## config.mk

```make
export PLATFORM = sky130hd
export DESIGN_NAME = chassis_wheel_kinematics_odometry
export DESIGN_NICKNAME = d
export VERILOG_FILES = /design/src/cwko_pkg.sv /design/src/cwko_cfg.sv /design/src/cwko_scale.sv /design/src/chassis_wheel_kinematics_odometry.sv
export VERILOG_INCLUDE_DIRS = /design/src /design/src/src
export SDC_FILE = /design/constraint.sdc
export NUM_CORES = 2
export LEC_CHECK = 0
export BUFFER_PORTS_ARGS = -buffer_cell sky130_fd_sc_hd__buf_2
export CORE_MARGIN = 2
export CORE_UTILIZATION = 45
export CTS_BUF_LIST = sky130_fd_sc_hd__clkbuf_8
export DETAILED_ROUTE_END_ITERATION = 7
export PLACE_DENSITY_LB_ADDON = 0.08
export SETUP_SLACK_MARGIN = 0.02
export SLEW_MARGIN = 20
export SYNTH_ARGS = -nofsm -noshare
export SYNTH_HDL_FRONTEND = slang
export SYNTH_SLANG_ARGS = --single-unit
```

## constraint.sdc

```tcl
create_clock -name clk -period 7.8 [get_ports clk]
set_input_delay 0.39 -clock clk [delete_from_list [all_inputs] [get_ports clk]]
set_output_delay 0.39 -clock clk [all_outputs]
set_load 0.03 [all_outputs]
```

## src/chassis_wheel_kinematics_odometry_defines.svh

```systemverilog
// assertion macros shared by the chassis kinematics block
`ifndef CHASSIS_WHEEL_KINEMATICS_ODOMETRY_DEFINES_SVH
`define CHASSIS_WHEEL_KINEMATICS_ODOMETRY_DEFINES_SVH
// same-cycle implication, sampled on clk, off while rst_n is low
`define CWKO_ASSERT_IMP(lbl, ante, cons) \
  lbl: assert property (@(posedge clk) disable iff (!rst_n) (ante) |-> (cons)) \
    else $error("chassis kinematics check failed");
// next-cycle implication, sampled on clk, off while rst_n is low
`define CWKO_ASSERT_NXT(lbl, ante, cons) \
  lbl: assert property (@(posedge clk) disable iff (!rst_n) (ante) |=> (cons)) \
    else $error("chassis kinematics check failed");
`endif

```

## src/cwko_pkg.sv

```systemverilog
// shared types and constants of the chassis kinematics block
package cwko_pkg;

  localparam int FRAC_BITS  = 16;
  localparam int DATA_WIDTH = 32;

  // sqrt2/2 and pi/30 in Q2.30
  localparam longint HALF_SQRT2_Q30 = 64'sd759250125;
  localparam longint PI_OVER_30_Q30 = 64'sd112441981;

  // register indexes
  localparam logic [2:0] REG_KIND = 3'd0;
  localparam logic [2:0] REG_MAXX = 3'd1;
  localparam logic [2:0] REG_MAXY = 3'd2;
  localparam logic [2:0] REG_MAXW = 3'd3;
  localparam logic [2:0] REG_DIAM = 3'd4;
  localparam logic [2:0] REG_GEOM = 3'd5;
  localparam logic [2:0] REG_RATE = 3'd6;

  // configuration as seen by the datapath
  typedef struct packed {
    logic        kind;
    logic [30:0] max_x;
    logic [30:0] max_y;
    logic [30:0] max_w;
    logic [30:0] diam;
    logic [30:0] geom;
    logic [16:0] rate;
  } cfg_t;

  // status of the serial scale unit
  typedef struct packed {
    logic busy;
    logic done;
  } sc_status_t;

  typedef enum logic [1:0] {SC_IDLE, SC_MUL, SC_DIV, SC_FIN} sc_state_t;

  typedef enum logic [1:0] {ST_IDLE, ST_ISSUE, ST_WAIT, ST_EMIT} st_state_t;

  // operation sequence of one tick
  typedef enum logic [4:0] {
    S_AV0, S_AV1, S_AV2, S_AV3, S_WT, S_CX, S_CY,
    S_T0, S_T1, S_T2, S_T3, S_V0A, S_V0B, S_V1A, S_V1B, S_V2,
    S_D0, S_A0, S_D1, S_A1, S_D2, S_A2
  } step_t;

endpackage

```

## src/cwko_cfg.sv

```systemverilog
// apb register file of the chassis kinematics block
module cwko_cfg #(
  parameter int DW = cwko_pkg::DATA_WIDTH
) (
  input  logic                clk,
  input  logic                rst_n,
  input  logic                psel,
  input  logic                penable,
  input  logic                pwrite,
  input  logic [4:0]          paddr,
  input  logic [31:0]         pwdata,
  output logic [31:0]         prdata,
  output logic                pready,
  output cwko_pkg::cfg_t      cfg
);

  localparam longint DMAX = (64'sd1 <<< (DW - 1)) - 64'sd1;

  cwko_pkg::cfg_t cfg_r;
  logic [2:0]     idx;
  logic           wr;

  // saturate a 31-bit register value to the data range
  function automatic logic [30:0] sat31(input logic [30:0] v);
    if (longint'({33'd0, v}) > DMAX) return 31'(DMAX);
    return v;
  endfunction

  assign idx    = paddr[4:2];
  assign wr     = psel && penable && pwrite;
  assign pready = 1'b1;
  assign cfg    = cfg_r;

  // register writes
  always_ff @(posedge clk) begin
    if (!rst_n) begin
      cfg_r.kind  <= 1'b0;
      cfg_r.max_x <= sat31(31'd196608);
      cfg_r.max_y <= sat31(31'd196608);
      cfg_r.max_w <= sat31(31'd393216);
      cfg_r.diam  <= sat31(31'd9830);
      cfg_r.geom  <= sat31(31'd52429);
      cfg_r.rate  <= 17'd1000;
    end else if (wr) begin
      case (idx)
        cwko_pkg::REG_KIND: cfg_r.kind  <= pwdata[0];
        cwko_pkg::REG_MAXX: cfg_r.max_x <= sat31(pwdata[30:0]);
        cwko_pkg::REG_MAXY: cfg_r.max_y <= sat31(pwdata[30:0]);
        cwko_pkg::REG_MAXW: cfg_r.max_w <= sat31(pwdata[30:0]);
        cwko_pkg::REG_DIAM: cfg_r.diam  <= sat31(pwdata[30:0]);
        cwko_pkg::REG_GEOM: cfg_r.geom  <= sat31(pwdata[30:0]);
        cwko_pkg::REG_RATE: cfg_r.rate  <= pwdata[16:0];
        default: ;
      endcase
    end
  end

  // register reads
  always_comb begin
    case (idx)
      cwko_pkg::REG_KIND: prdata = {31'd0, cfg_r.kind};
      cwko_pkg::REG_MAXX: prdata = {1'b0, cfg_r.max_x};
      cwko_pkg::REG_MAXY: prdata = {1'b0, cfg_r.max_y};
      cwko_pkg::REG_MAXW: prdata = {1'b0, cfg_r.max_w};
      cwko_pkg::REG_DIAM: prdata = {1'b0, cfg_r.diam};
      cwko_pkg::REG_GEOM: prdata = {1'b0, cfg_r.geom};
      cwko_pkg::REG_RATE: prdata = {15'd0, cfg_r.rate};
      default:            prdata = 32'd0;
    endcase
  end

endmodule

```

## src/cwko_scale.sv

```systemverilog
// bit-serial a*b/c unit: shift-add multiply, restoring divide, saturation
module cwko_scale #(
  parameter int DW = cwko_pkg::DATA_WIDTH,
  parameter int OW = cwko_pkg::DATA_WIDTH + 4
) (
  input  logic                    clk,
  input  logic                    rst_n,
  input  logic                    start,
  input  logic signed [OW-1:0]    a,
  input  logic signed [OW-1:0]    b,
  input  logic signed [OW-1:0]    c,
  output logic signed [DW-1:0]    res,
  output cwko_pkg::sc_status_t    st
);

  localparam int PW = 2 * OW;
  localparam int CW = $clog2(PW + 1);
  localparam logic [PW-1:0] LIM = PW'(1) << (DW - 1);

  cwko_pkg::sc_state_t state_r, state_nxt;
  logic [PW-1:0] acc_r, acc_nxt;
  logic [OW-1:0] ma_r, ma_nxt, mc_r, mc_nxt, rem_r, rem_nxt;
  logic          neg_r, neg_nxt;
  logic [CW-1:0] cnt_r, cnt_nxt;
  logic [OW:0]   sum, sh, diff;
  logic          a_sign_r;

  function automatic logic [OW-1:0] mag(input logic signed [OW-1:0] v);
    return v[OW-1] ? OW'(-v) : OW'(v);
  endfunction

  // next state
  always_comb begin
    state_nxt = state_r;
    case (state_r)
      cwko_pkg::SC_IDLE: if (start) state_nxt = cwko_pkg::SC_MUL;
      cwko_pkg::SC_MUL:
        if (cnt_r == CW'(OW - 1))
          state_nxt = (mc_r == '0) ? cwko_pkg::SC_FIN : cwko_pkg::SC_DIV;
      cwko_pkg::SC_DIV:  if (cnt_r == CW'(PW - 1)) state_nxt = cwko_pkg::SC_FIN;
      cwko_pkg::SC_FIN:  state_nxt = cwko_pkg::SC_IDLE;
      default:           state_nxt = cwko_pkg::SC_IDLE;
    endcase
  end

  // datapath: one multiplier bit or one quotient bit per cycle
  always_comb begin
    acc_nxt = acc_r;
    ma_nxt  = ma_r;
    mc_nxt  = mc_r;
    rem_nxt = rem_r;
    neg_nxt = neg_r;
    cnt_nxt = cnt_r;
    sum     = {1'b0, acc_r[PW-1:OW]} + (acc_r[0] ? {1'b0, ma_r} : '0);
    sh      = {rem_r, acc_r[PW-1]};
    diff    = sh - {1'b0, mc_r};
    case (state_r)
      cwko_pkg::SC_IDLE: begin
        if (start) begin
          ma_nxt  = mag(a);
          mc_nxt  = mag(c);
          acc_nxt = {{OW{1'b0}}, mag(b)};
          neg_nxt = a[OW-1] ^ b[OW-1] ^ c[OW-1];
          cnt_nxt = '0;
        end
      end
      cwko_pkg::SC_MUL: begin
        acc_nxt = {sum, acc_r[OW-1:1]};
        cnt_nxt = cnt_r + CW'(1);
        if (cnt_r == CW'(OW - 1)) begin
          cnt_nxt = '0;
          rem_nxt = '0;
          // zero divisor: saturate toward the sign of the product
          if (mc_r == '0) begin
            neg_nxt = a_sign_r;
            acc_nxt = ({sum, acc_r[OW-1:1]} == '0) ? '0 : '1;
          end
        end
      end
      cwko_pkg::SC_DIV: begin
        cnt_nxt = cnt_r + CW'(1);
        if (!diff[OW]) begin
          rem_nxt = diff[OW-1:0];
          acc_nxt = {acc_r[PW-2:0], 1'b1};
        end else begin
          rem_nxt = sh[OW-1:0];
          acc_nxt = {acc_r[PW-2:0], 1'b0};
        end
      end
      default: ;
    endcase
  end

  // sign of a*b, kept for the zero divisor case
  always_ff @(posedge clk) begin
    if (state_r == cwko_pkg::SC_IDLE && start) a_sign_r <= a[OW-1] ^ b[OW-1];
  end

  always_ff @(posedge clk) begin
    if (!rst_n) begin
      state_r <= cwko_pkg::SC_IDLE;
      cnt_r   <= '0;
    end else begin
      state_r <= state_nxt;
      cnt_r   <= cnt_nxt;
    end
  end

  always_ff @(posedge clk) begin
    acc_r <= acc_nxt;
    ma_r  <= ma_nxt;
    mc_r  <= mc_nxt;
    rem_r <= rem_nxt;
    neg_r <= neg_nxt;
  end

  // saturate the quotient to the data range
  always_comb begin
    if (acc_r > LIM || (acc_r == LIM && !neg_r))
      res = neg_r ? {1'b1, {(DW-1){1'b0}}} : {1'b0, {(DW-1){1'b1}}};
    else
      res = neg_r ? DW'(-acc_r) : DW'(acc_r);
  end

  assign st.busy = (state_r != cwko_pkg::SC_IDLE);
  assign st.done = (state_r == cwko_pkg::SC_FIN);

endmodule

```

## src/chassis_wheel_kinematics_odometry.sv

```systemverilog
// Chassis wheel kinematics and odometry, one control tick per input item,
// four result items per tick (slots 0 to 3). All the multiply and divide
// work of a tick runs as 22 operations a*b/c on one shared bit-serial unit:
// each is issued, then runs its shift-add multiply steps, its restoring
// divide steps (skipped for a zero divisor) and a finish step. The block
// takes a new item once the four results of the previous one have been
// taken. Registers sit on an APB port at 4*index.
module chassis_wheel_kinematics_odometry #(
  parameter int FRAC_BITS  = cwko_pkg::FRAC_BITS,
  parameter int DATA_WIDTH = cwko_pkg::DATA_WIDTH
) (
  input  logic               clk,
  input  logic               rst_n,
  input  logic               psel,
  input  logic               penable,
  input  logic               pwrite,
  input  logic [4:0]         paddr,
  input  logic [31:0]        pwdata,
  output logic [31:0]        prdata,
  output logic               pready,
  input  logic               in_valid,
  output logic               in_ready,
  input  logic signed [31:0] in_target_x,
  input  logic signed [31:0] in_target_y,
  input  logic signed [31:0] in_target_w,
  input  logic signed [15:0] in_rpm_wheel0,
  input  logic signed [15:0] in_rpm_wheel1,
  input  logic signed [15:0] in_rpm_wheel2,
  input  logic signed [15:0] in_rpm_wheel3,
  input  logic [15:0]        in_elapsed_ticks,
  output logic               out_valid,
  input  logic               out_ready,
  output logic [1:0]         out_slot,
  output logic signed [31:0] out_wheel_target_speed,
  output logic signed [31:0] out_axis_velocity,
  output logic signed [31:0] out_axis_displacement,
  output logic signed [31:0] out_axis_acceleration,
  output logic               out_last_result
);

`include "chassis_wheel_kinematics_odometry_defines.svh"

  localparam int DW = DATA_WIDTH;
  localparam int OW = DATA_WIDTH + 4;
  localparam longint DMAX  = (64'sd1 <<< (DW - 1)) - 64'sd1;
  localparam longint DMIN  = -DMAX - 64'sd1;
  localparam longint CQ    = (cwko_pkg::HALF_SQRT2_Q30 + (64'sd1 <<< (29 - FRAC_BITS)))
                             >>> (30 - FRAC_BITS);
  localparam logic signed [OW-1:0] ONE_O = OW'(64'sd1 <<< FRAC_BITS);
  localparam logic signed [OW-1:0] C_O   = OW'(CQ);
  localparam logic signed [OW-1:0] PI_O  = OW'(cwko_pkg::PI_OVER_30_Q30);
  localparam logic signed [OW-1:0] PID_O = OW'(64'sd1 <<< (30 - FRAC_BITS));

  cwko_pkg::cfg_t       cfg;
  cwko_pkg::sc_status_t sc_st;
  cwko_pkg::st_state_t  state_r, state_nxt;
  cwko_pkg::step_t      step_r, step_nxt;
  logic [1:0]           slot_r, slot_nxt;
  logic                 sc_start;
  logic signed [OW-1:0] op_a, op_b, op_c;
  logic signed [DW-1:0] sc_res;

  logic signed [DW-1:0] x_r, y_r, w_r, wt_r, cx_r, cy_r, tmp_r;
  logic signed [DW-1:0] av_r [4];
  logic signed [DW-1:0] tgt_r [4];
  logic signed [DW-1:0] vel_r [3];
  logic signed [DW-1:0] prev_r [3];
  logic signed [DW-1:0] disp_r [3];
  logic signed [DW-1:0] acc_r [3];
  logic signed [15:0]   rpm_r [4];
  logic [15:0]          ticks_r;

  logic signed [OW-1:0] ea0, ea1, ea2, ea3, ex, ey, ewt, ecx, ecy, diam_o, geom_o, rate_o;
  logic signed [OW-1:0] n0, n1, n2, n3, sum4;
  logic signed [DW:0]   disp_sum;
  logic                 in_acc, out_acc;
  logic [1:0]           vk;

  cwko_cfg #(.DW(DW)) u_cfg (
    .clk, .rst_n, .psel, .penable, .pwrite, .paddr, .pwdata, .prdata, .pready, .cfg
  );

  cwko_scale #(.DW(DW), .OW(OW)) u_scale (
    .clk, .rst_n, .start(sc_start), .a(op_a), .b(op_b), .c(op_c), .res(sc_res), .st(sc_st)
  );

  // saturate a 32-bit input to the data range, then clamp to the limit
  function automatic logic signed [DW-1:0] clamp_in(input logic signed [31:0] v,
                                                    input logic [30:0] m);
    longint vv, mm;
    vv = longint'(v);
    mm = longint'({33'd0, m});
    if (vv > DMAX) vv = DMAX;
    if (vv < DMIN) vv = DMIN;
    if (vv > mm) vv = mm;
    if (vv < -mm) vv = -mm;
    return DW'(vv);
  endfunction

  function automatic logic signed [OW-1:0] ext(input logic signed [DW-1:0] v);
    return OW'(v);
  endfunction

  assign in_acc  = in_valid && in_ready;
  assign out_acc = out_valid && out_ready;

  // operand sums
  assign ea0    = ext(av_r[0]);
  assign ea1    = ext(av_r[1]);
  assign ea2    = ext(av_r[2]);
  assign ea3    = ext(av_r[3]);
  assign ex     = ext(x_r);
  assign ey     = ext(y_r);
  assign ewt    = ext(wt_r);
  assign ecx    = ext(cx_r);
  assign ecy    = ext(cy_r);
  assign diam_o = OW'({1'b0, cfg.diam});
  assign geom_o = OW'({1'b0, cfg.geom});
  assign rate_o = (cfg.rate == '0) ? OW'(1) : OW'({1'b0, cfg.rate});
  assign sum4   = ea0 + ea1 + ea2 + ea3;
  assign n0 = cfg.kind ? (-ecx - ecy - ewt) : (-ey - ex - ewt);
  assign n1 = cfg.kind ? (-ecx + ecy - ewt) : (ey - ex - ewt);
  assign n2 = cfg.kind ? (ecx + ecy - ewt)  : (ey + ex - ewt);
  assign n3 = cfg.kind ? (ecx - ecy - ewt)  : (-ey + ex - ewt);

  // axis of the odometry steps
  always_comb begin
    case (step_r)
      cwko_pkg::S_D1, cwko_pkg::S_A1: vk = 2'd1;
      cwko_pkg::S_D2, cwko_pkg::S_A2: vk = 2'd2;
      default:                        vk = 2'd0;
    endcase
  end

  // operand selection for the current step
  always_comb begin
    op_a = ext(vel_r[vk]);
    op_b = OW'({1'b0, ticks_r});
    op_c = rate_o;
    case (step_r)
      cwko_pkg::S_AV0: begin op_a = OW'(rpm_r[0]); op_b = PI_O; op_c = PID_O; end
      cwko_pkg::S_AV1: begin op_a = OW'(rpm_r[1]); op_b = PI_O; op_c = PID_O; end
      cwko_pkg::S_AV2: begin op_a = OW'(rpm_r[2]); op_b = PI_O; op_c = PID_O; end
      cwko_pkg::S_AV3: begin op_a = OW'(rpm_r[3]); op_b = PI_O; op_c = PID_O; end
      cwko_pkg::S_WT: begin
        op_a = ext(w_r); op_b = geom_o; op_c = cfg.kind ? ONE_O : (ONE_O <<< 1);
      end
      cwko_pkg::S_CX: begin op_a = C_O; op_b = ex; op_c = ONE_O; end
      cwko_pkg::S_CY: begin op_a = C_O; op_b = ey; op_c = ONE_O; end
      cwko_pkg::S_T0: begin op_a = n0; op_b = ONE_O <<< 1; op_c = diam_o; end
      cwko_pkg::S_T1: begin op_a = n1; op_b = ONE_O <<< 1; op_c = diam_o; end
      cwko_pkg::S_T2: begin op_a = n2; op_b = ONE_O <<< 1; op_c = diam_o; end
      cwko_pkg::S_T3: begin op_a = n3; op_b = ONE_O <<< 1; op_c = diam_o; end
      cwko_pkg::S_V0A: begin
        op_a = cfg.kind ? -(ea2 + ea3 - ea0 - ea1) : (ea2 + ea3 - ea1 - ea0);
        op_b = diam_o; op_c = cfg.kind ? (ONE_O <<< 2) : (ONE_O <<< 3);
      end
      cwko_pkg::S_V1A: begin
        op_a = ea1 + ea2 - ea0 - ea3;
        op_b = diam_o; op_c = cfg.kind ? (ONE_O <<< 2) : (ONE_O <<< 3);
      end
      cwko_pkg::S_V0B, cwko_pkg::S_V1B: begin
        op_a = ext(tmp_r); op_b = cfg.kind ? C_O : ONE_O; op_c = ONE_O;
      end
      cwko_pkg::S_V2: begin
        op_a = -sum4; op_b = diam_o; op_c = cfg.kind ? (geom_o <<< 3) : (geom_o <<< 2);
      end
      cwko_pkg::S_A0, cwko_pkg::S_A1, cwko_pkg::S_A2: begin
        op_a = ext(vel_r[vk]) - ext(prev_r[vk]);
        op_b = rate_o; op_c = OW'({1'b0, ticks_r});
      end
      default: ;
    endcase
  end

  // next state of the sequencer
  always_comb begin
    state_nxt = state_r;
    step_nxt  = step_r;
    slot_nxt  = slot_r;
    case (state_r)
      cwko_pkg::ST_IDLE: if (in_acc) begin
        state_nxt = cwko_pkg::ST_ISSUE;
        step_nxt  = cwko_pkg::S_AV0;
      end
      cwko_pkg::ST_ISSUE: state_nxt = cwko_pkg::ST_WAIT;
      cwko_pkg::ST_WAIT: if (sc_st.done) begin
        if (step_r == cwko_pkg::S_A2) begin
          state_nxt = cwko_pkg::ST_EMIT;
          slot_nxt  = 2'd0;
        end else begin
          state_nxt = cwko_pkg::ST_ISSUE;
          step_nxt  = cwko_pkg::step_t'(step_r + 5'd1);
        end
      end
      cwko_pkg::ST_EMIT: if (out_acc) begin
        if (slot_r == 2'd3) state_nxt = cwko_pkg::ST_IDLE;
        else slot_nxt = slot_r + 2'd1;
      end
      default: state_nxt = cwko_pkg::ST_IDLE;
    endcase
  end

  // sequencer outputs
  always_comb begin
    in_ready  = (state_r == cwko_pkg::ST_IDLE);
    sc_start  = (state_r == cwko_pkg::ST_ISSUE);
    out_valid = (state_r == cwko_pkg::ST_EMIT);
  end

  always_ff @(posedge clk) begin
    if (!rst_n) begin
      state_r <= cwko_pkg::ST_IDLE;
      step_r  <= cwko_pkg::S_AV0;
      slot_r  <= 2'd0;
    end else begin
      state_r <= state_nxt;
      step_r  <= step_nxt;
      slot_r  <= slot_nxt;
    end
  end

  // input capture
  always_ff @(posedge clk) begin
    if (in_acc) begin
      x_r      <= clamp_in(in_target_x, cfg.max_x);
      y_r      <= clamp_in(in_target_y, cfg.max_y);
      w_r      <= clamp_in(in_target_w, cfg.max_w);
      rpm_r[0] <= in_rpm_wheel0;
      rpm_r[1] <= in_rpm_wheel1;
      rpm_r[2] <= in_rpm_wheel2;
      rpm_r[3] <= in_rpm_wheel3;
      ticks_r  <= in_elapsed_ticks;
    end
  end

  // saturating displacement update
  assign disp_sum = (DW+1)'(disp_r[vk]) + (DW+1)'(sc_res);

  // result write-back, odometry state cleared by reset
  always_ff @(posedge clk) begin
    if (!rst_n) begin
      for (int i = 0; i < 3; i++) begin
        prev_r[i] <= '0;
        disp_r[i] <= '0;
      end
    end else if (state_r == cwko_pkg::ST_WAIT && sc_st.done) begin
      case (step_r)
        cwko_pkg::S_D0, cwko_pkg::S_D1, cwko_pkg::S_D2: begin
          if (disp_sum[DW] != disp_sum[DW-1])
            disp_r[vk] <= disp_sum[DW] ? {1'b1, {(DW-1){1'b0}}} : {1'b0, {(DW-1){1'b1}}};
          else
            disp_r[vk] <= disp_sum[DW-1:0];
        end
        cwko_pkg::S_A0, cwko_pkg::S_A1, cwko_pkg::S_A2: prev_r[vk] <= vel_r[vk];
        default: ;
      endcase
    end
  end

  always_ff @(posedge clk) begin
    if (state_r == cwko_pkg::ST_WAIT && sc_st.done) begin
      case (step_r)
        cwko_pkg::S_AV0: av_r[0] <= sc_res;
        cwko_pkg::S_AV1: av_r[1] <= sc_res;
        cwko_pkg::S_AV2: av_r[2] <= sc_res;
        cwko_pkg::S_AV3: av_r[3] <= sc_res;
        cwko_pkg::S_WT:  wt_r <= sc_res;
        cwko_pkg::S_CX:  cx_r <= sc_res;
        cwko_pkg::S_CY:  cy_r <= sc_res;
        cwko_pkg::S_T0:  tgt_r[0] <= sc_res;
        cwko_pkg::S_T1:  tgt_r[1] <= sc_res;
        cwko_pkg::S_T2:  tgt_r[2] <= sc_res;
        cwko_pkg::S_T3:  tgt_r[3] <= sc_res;
        cwko_pkg::S_V0A, cwko_pkg::S_V1A: tmp_r <= sc_res;
        cwko_pkg::S_V0B: vel_r[0] <= sc_res;
        cwko_pkg::S_V1B: vel_r[1] <= sc_res;
        cwko_pkg::S_V2:  vel_r[2] <= sc_res;
        cwko_pkg::S_A0, cwko_pkg::S_A1, cwko_pkg::S_A2:
          acc_r[vk] <= (ticks_r == '0) ? '0 : sc_res;
        default: ;
      endcase
    end
  end

  // result fields
  always_comb begin
    out_slot               = slot_r;
    out_last_result        = (slot_r == 2'd3);
    out_wheel_target_speed = 32'(tgt_r[slot_r]);
    if (slot_r == 2'd3) begin
      out_axis_velocity     = '0;
      out_axis_displacement = '0;
      out_axis_acceleration = '0;
    end else begin
      out_axis_velocity     = 32'(vel_r[slot_r]);
      out_axis_displacement = 32'(disp_r[slot_r]);
      out_axis_acceleration = 32'(acc_r[slot_r]);
    end
  end

  `CWKO_ASSERT_IMP(a_start_idle, sc_start, !sc_st.busy)
  `CWKO_ASSERT_IMP(a_no_overlap, out_valid, !in_ready && !sc_st.busy)
  `CWKO_ASSERT_NXT(a_last_frees, out_acc && out_last_result, in_ready && !out_valid)
  `CWKO_ASSERT_NXT(a_accept_issue, in_acc, sc_start && step_r == cwko_pkg::S_AV0)

endmodule

```

Word-level counts from Yosys, hierarchy flattened
Memories as Yosys holds them, arrays and structs flattened. A register that Yosys moved wholly into a read port is not among the register bits.
Index checks and enable logic that the tools add are counted.
Word-level totals
  bits in registers: 613
  RAM bits: 704
  output and inout port bits: 166
  bits of input ports: 220
  word-level logic and storage cells: 381
  memories kept: 7
Cells by class
  muxes and demuxes: 174
  $lt $le $gt $ge: 13
  eq/ne operators: 49
  bitwise operators: 3
  add/sub/neg operators: 45
  reduce and logical (&&, ||, !) cells: 62
Memory list
  av_r: words 4, bits a word 32, read ports 4, clocked after memory_dff 0, write ports 1, line chassis_wheel_kinematics_odometry.sv:64  | logic signed [DW-1:0] av_r [4];
  tgt_r: words 4, bits a word 32, read ports 1, clocked after memory_dff 1, write ports 1, line chassis_wheel_kinematics_odometry.sv:65  | logic signed [DW-1:0] tgt_r [4];
  acc_r: words 3, bits a word 32, read ports 1, clocked after memory_dff 1, write ports 1, line chassis_wheel_kinematics_odometry.sv:69  | logic signed [DW-1:0] acc_r [3];
  disp_r: words 3, bits a word 32, read ports 2, clocked after memory_dff 1, write ports 3, line chassis_wheel_kinematics_odometry.sv:68  | logic signed [DW-1:0] disp_r [3];
  prev_r: words 3, bits a word 32, read ports 1, clocked after memory_dff 0, write ports 3, line chassis_wheel_kinematics_odometry.sv:67  | logic signed [DW-1:0] prev_r [3];
  vel_r: words 3, bits a word 32, read ports 2, clocked after memory_dff 1, write ports 1, line chassis_wheel_kinematics_odometry.sv:66  | logic signed [DW-1:0] vel_r [3];
  +1 memories
Operator list (number)
  two-way mux 64 bit: 18
  two-way mux 32 bit: 22
  one-hot mux 36 bit (15 select lines): 1
  two-way mux 36 bit: 9
  OR reduction 32 bit: 10
  two-way mux 72 bit: 4
  one-hot mux 36 bit (8 select lines): 1
  one-hot mux 34 bit (7 select lines): 1
  subtractor 33 x 32 -> 34 bit: 7
  one-hot mux 31 bit (7 select lines): 1
  one-hot mux 72 bit (3 select lines): 1
  subtractor 36 x 32 -> 36 bit: 6
  adder 32 x 32 -> 33 bit: 6
  > comparator 64 x 32 -> 1 bit: 3
  less-than comparator 64 x 32 -> 1 bit, second input constant: 3
  less-than comparator 64 bit: 3
  negator 31 -> 64 bit: 3
  negator 36 bit: 3
  subtractor 34 x 32 -> 35 bit: 3
  subtractor 32 x 32 -> 33 bit: 3
  > comparator 32 bit, second input constant: 3
  adder 36 x 32 -> 36 bit: 2
  == test 72 x 32 -> 1 bit, second input constant: 1
  > comparator 72 x 32 -> 1 bit, second input constant: 1
  other kinds (63): 231

Longest topological paths before layout
  depth after elaboration: 14
  gate-level depth with buffers: 35
  mapped depth without buffers: 32

By module
From an unflattened synthesis, not the netlist that was laid out.
Second synthesis, totals
  cells, all modules: 12080
  area, all modules: 113953.0 µm²
Modules (own cells, without submodules)
  chassis_wheel_kinematics_odometry: sequential area each 29528.3 µm², area an instance 90142.7 µm², instances 1, cells each 9349
  cwko_scale: sequential area each 5645.4 µm², area an instance 16050.4 µm², instances 1, cells each 1924
  cwko_cfg: sequential area each 3463.3 µm², area an instance 7759.9 µm², instances 1, cells each 807

Worst setup path before layout
OpenSTA, ideal clock, no wires.
  path kind: flip-flop to flip-flop
  start point: mem av_r[3][1] (netlist name)
  end point: reg u_scale.ma_r[34] (data pin)
  cell stages (with the launch flop): 30
  arrival time: 6756 ps
  required time: 7536 ps
  period minus slack after synthesis: 7020 ps
  buffers on the path: 0
  library setup time: 264 ps
  slack: 780 ps
  cell sequence: edfxtp_1 -> ha_1 -> a21o_1 -> a21oi_1 -> o21ai_0 -> a21oi_1 -> nor3b_1 -> o31ai_1 -> a211oi_1 -> o41a_1 -> o211a_1 -> o21a_1 -> o21ai_0 -> nor2b_1 -> xnor2_1 -> fa_1 -> ha_1 -> nand4_1 -> nor3_1 -> and3_1 -> a31oi_1 -> xnor2_1 -> nand2b_1 -> o211a_1 -> or4b_2 -> nor3_1 -> a22oi_1 -> nor3_1 -> a31oi_1 -> xor2_1
RTL lines
  start: declaration: line chassis_wheel_kinematics_odometry.sv:64
  end signal: assignment: line cwko_scale.sv:111  | ma_r <= ma_nxt;
  end: declaration: line cwko_scale.sv:22  | logic [OW-1:0] ma_r, ma_nxt, mc_r, mc_nxt, rem_r, rem_nxt;

Final worst setup path
  start point: reg step_r[0]
  end point: reg u_scale.ma_r[29] (data pin)
Between the ends
  cells in the longest elaborated chain, start to end: 8
  elaborated cells between the ends (all ways): 33
  those cells by class: 2 x add/sub; 20 x eq/ne; 3 x mux; 6 x reduce/logical; 2 x memory
RTL lines
  start: declaration: line chassis_wheel_kinematics_odometry.sv:57  | cwko_pkg::step_t step_r, step_nxt;
  start signal: assignment: line chassis_wheel_kinematics_odometry.sv:214  | step_r <= cwko_pkg::S_AV0;
  start signal: assignment: line chassis_wheel_kinematics_odometry.sv:218  | step_r <= step_nxt;
  == test 5 bit (on tied branches): line chassis_wheel_kinematics_odometry.sv:128, chassis_wheel_kinematics_odometry.sv:140
  OR reduction 2 bit: line chassis_wheel_kinematics_odometry.sv:128  | case (step_r)
  one-hot mux 2 bit (2 select lines): line chassis_wheel_kinematics_odometry.sv:128
  memory read (3 x 32 bit) (on tied branches)
  subtractor 32 x 32 -> 33 bit: line chassis_wheel_kinematics_odometry.sv:169  | op_a = ext(vel_r[vk]) - ext(prev_r[vk]);
  one-hot mux 36 bit (15 select lines) *: line chassis_wheel_kinematics_odometry.sv:140  | case (step_r)
  negator 36 bit: line cwko_scale.sv:29  | return v[OW-1] ? OW'(-v) : OW'(v);
  two-way mux 35 bit *: line cwko_scale.sv:29
Mark *: on every way between the ends. The rest lies on a longest branch, timed or not.
A chain may end at the register's enable or synchronous reset.

==> results_dict.tcl <==
set metrics [dict create \
    status "complete, but fails checks" \
    failed_checks "design-rule violations" \
    holdWs_ns 0.0657 \
    wire_length_of_the_first_global_routing_pass_um 781000 \
    worst_slew_margin_rel_pct 8.54 \
    total_power_mw 23.9 \
    die-width_um 511 \
    post-synth-top-area-cell "sky130_fd_sc_hd__edfxtp_1" \
    finalCoreUtilization_pct 52.5 \
    antenna_found_initial 48 \
    die_y_um 511 \
    critPathCaptureType "flop" \
    power.net_switching_mw 9.00 \
    clock_power_share_pct 29.7 \
    finish.net_count 15200 \
    io_pins 386 \
    route.vias.total 109000 \
    power.internal_mw 14.9 \
    worstMarginPinSlew_ns 1.36 \
    detail_route.drc_violations 17 \
    setup_repair_after_global_routing_missed_its_margin "yes" \
    route.final.wire_length_um 566000 \
    synth_top_cells_by_count "sky130_fd_sc_hd__nor2_1, sky130_fd_sc_hd__edfxtp_1, sky130_fd_sc_hd__inv_1, sky130_fd_sc_hd__nand2_1, sky130_fd_sc_hd__ha_1" \
    area_of_the_mapped_netlist_um2 116000 \
    cts_htree_levels 4 \
    vdd_ir_max_mv 0.233 \
    startpoint "step_r[0]$_SDFFE_PN0P_" \
    placed_area_um2 127000 \
    routed_via_density 6.31 \
    clk_latency_ns 1.10 \
    clkTransAtPathRegs_ns 0.06 \
    place_inst 16600 \
    synth-warning-count 0 \
    synth_top_flop_cell "sky130_fd_sc_hd__edfxtp_1" \
    cts-buffers-inserted 238 \
    clockRootBuffer "sky130_fd_sc_hd__clkbuf_8" \
    initial_core_util_pct 45.1 \
    holdCritPathClass "input pin to flop" \
    first_pass_iters 8 \
    synth.yosys.seq_area_share_pct 33.4 \
    power.combinational.fraction_pct 32.4 \
    synth.most_common_cell "sky130_fd_sc_hd__nor2_1" \
    netlist_top_cells_area "sky130_fd_sc_hd__edfxtp_1, sky130_fd_sc_hd__ha_1, sky130_fd_sc_hd__fa_1" \
    timing.hold.worst.start "in_target_w[24]" \
    regToRegStartpoint "step_r[0]$_SDFFE_PN0P_" \
    cts.path.max_buffers 4 \
    slew_viol_final 0 \
    crit_family "compound AO/OA/AOI/OAI gates" \
    num-fill-cells 23500 \
    final_min_period_over_clock_period_pct 97.3 \
    post_route_cells_drive_above_1_share_pct 14.8 \
    detailedRoute.firstIterationViolations 14100 \
    largest_fanout_on_the_critical_path 35 \
    switching_share_pct 37.7 \
    fmax_mhz 132 \
    layout_overhead_on_the_synthesized_area_pct 16.3 \
    placementRows 186 \
    worstPathBufferInverterCount 6 \
    drv_cap 0 \
    worst_clock_skew_ns 0.131 \
    worst_setup_path_start_kind "flop" \
    core_area_um2 256000 \
    clock_sinks 1349 \
    synth_top_area_share_pct 30.0 \
    global_route.overflow_total 0 \
    design_area_um2 134000 \
    gp_routability_congestion 1.07 \
    synth_async_sr_flop_share_pct 0 \
    synth_cell_types 124 \
    final-hold-violation-count 0 \
    dp_hpwl_um 455000 \
    number_of_synthesized_flops_with_an_enable_pin 1156 \
    port_buffers 380 \
    layoutNonFillerInstCount 17300 \
    drt-wirelength-per-cell_um 32.7 \
    setup_violations 0 \
    globalRouteTotalUtil_pct 42.0 \
    number_of_nets_with_antenna_violations_after_detailed_routing 0 \
    crit_type "flop to flop" \
    synth.avg_cell_area_um2 9.19 \
    pwr_density_cell_nw_per_um2 177 \
    post_synth_inst_count 12600 \
    cp.required_ns 8.60 \
    first_global_vias 104000 \
    worst_ep_arrival_time_ns 8.40 \
    sequential_cell_fraction_of_total_power_pct 37.8 \
    tritoncts "done" \
    critical_path.max_stage_delay_ns 0.66 \
    timing.critical_path.slowest_stage_cell "sky130_fd_sc_hd__a2111oi_1" \
    pleak_nw 56.0 \
    dieArea_um2 261000 \
    grt_max_degree 176 \
    period_minus_slack_ns 7.59 \
    postSynthRegisterBits 1349 \
    regToRegSetupSlack_ns 0.21 \
]
## worst reg2reg max path: cells and delay by family, from the launching register on
family                   cells  cell delay [ns]
XOR/XNOR                     1             0.06
adder cells (fa/ha/maj)      2             0.62
AO/OA/AOI/OAI               12             3.60
flip-flops                   1             0.45
multiplexers                 1             0.29
AND/OR/NAND/NOR              4             1.26
buffers and inverters        6             1.15
## placed cells by master, fill, tap and decap left out, types with 109 or more instances in the layout
master	instances
sky130_fd_sc_hd__nor2_1	1176
sky130_fd_sc_hd__inv_1	1162
sky130_fd_sc_hd__mux2i_1	286
sky130_fd_sc_hd__a31oi_1	128
sky130_fd_sc_hd__ha_1	869
sky130_fd_sc_hd__nor4_1	126
sky130_fd_sc_hd__nand2b_1	109
sky130_fd_sc_hd__nand4_1	215
sky130_fd_sc_hd__buf_2	379
sky130_fd_sc_hd__nor2b_1	158
sky130_fd_sc_hd__nand2_1	1062
sky130_fd_sc_hd__edfxtp_1	1156
sky130_fd_sc_hd__nand3_1	269
sky130_fd_sc_hd__fa_1	433
sky130_fd_sc_hd__xnor2_1	376
sky130_fd_sc_hd__dlygate4sd3_1	214
sky130_fd_sc_hd__xor2_1	170
sky130_fd_sc_hd__a21boi_0	193
sky130_fd_sc_hd__o21ai_0	451
sky130_fd_sc_hd__nor3_1	218
sky130_fd_sc_hd__buf_4	877
sky130_fd_sc_hd__a21oi_1	858
sky130_fd_sc_hd__dfxtp_1	187
sky130_fd_sc_hd__clkbuf_8	253
sky130_fd_sc_hd__a21o_1	294
## per-layer routing
| layer | vias to the layer above | wire length [um] | track usage (%) |
|---|---|---|---|
| li1 | 47800 | - | - |
| met5 | - | 191 | 0 |
| met4 | 16 | 40600 | 25.4 |
| met2 | 6134 | 231000 | 59.6 |
| met3 | 1151 | 68000 | 14.2 |
| met1 | 53900 | 226000 | 55.0 |
## final cells by class
class,count,area (um2),share of cell area [%]
diodes,28,70.1,0.0521
clock buffers,253,3480,2.59
clock inverters,179,1460,1.09
inverters,1118,4200,3.12
multi-input cells,9468,71300,53.0
flip-flops and latches,1349,38600,28.7
well taps,3384,4230,3.15
repair buffers,1496,11100,8.28
## power groups by stage
stage | registers [mW] | clock network (mW) | logic (mW)
finish | 9.02 | 7.09 | 7.74
global route | 9.04 | 7.46 | 8.13
CTS | 9.00 | 7.16 | 7.47
detailed placement | 9.15 | 0 | 7.33
global placement | 9.13 | 0 | 7.22
floorplan | 8.97 | 0 | 4.22
## stage by stage
| stage | worst slack, ns | TNS [ns] |
|---|---|---|
| 2_1_floorplan | 0.780 | 0 |
| 3_3_place_gp | -0.310 | -7.11 |
| 3_5_place_dp | -0.373 | -6.87 |
| 4_1_cts | 0.0259 | 0 |
| 5_1_grt | -0.0126 | -0.0262 |
| 6_report | 0.207 | 0 |
## sequential cells by signal, indices dropped and copies added (netlist names), 16 cells and up, named ones only
name / cells
acc_r: 96
av_r: 128
u_scale.ma_r: 36
tgt_r: 128
prev_r: 96
ticks_r: 16
y_r: 32
cx_r: 32
u_scale.acc_r: 72
disp_r: 128
u_cfg.cfg: 173
u_scale.mc_r: 34
rpm_r: 64
u_scale.rem_r: 36
tmp_r: 32
wt_r: 32
w_r: 32
cy_r: 32
x_r: 32
vel_r: 96
## worst paths after layout
check | endpoint | cells after the start
worst max register to register | u_scale.ma_r[29]$_DFFE_PP_ | 26
worst min register to register | u_cfg.cfg[113]$_SDFFE_PN0P_ | 2
worst min-delay path | w_r[24]$_DFFE_PP_ | 4
worst max-delay path | u_scale.ma_r[29]$_DFFE_PP_ | 26
## kinds of logic after synthesis
| kind of cell | after synthesis | synth area share (%) |
|---|---|---|
| AND/OR/NAND/NOR | 3942 | 16.4 |
| AO/OA/AOI/OAI | 3202 | 18.7 |
| buffers and inverters | 1790 | 5.91 |
| flip-flops | 1349 | 33.4 |
| adder cells (fa/ha/maj) | 1312 | 17.0 |
| XOR/XNOR | 552 | 4.19 |
| multiplexers | 426 | 4.47 |
| other | 2 | 0.00650 |
## repair_timing
action                     CTS  global route
buffers inserted             5             8
hold endpoints to repair   360             0
setup endpoints to repair   37           140
hold buffers               214             0
resized for setup           23            89
pin swaps                    8            22
(Power assumes the default switching activity.)
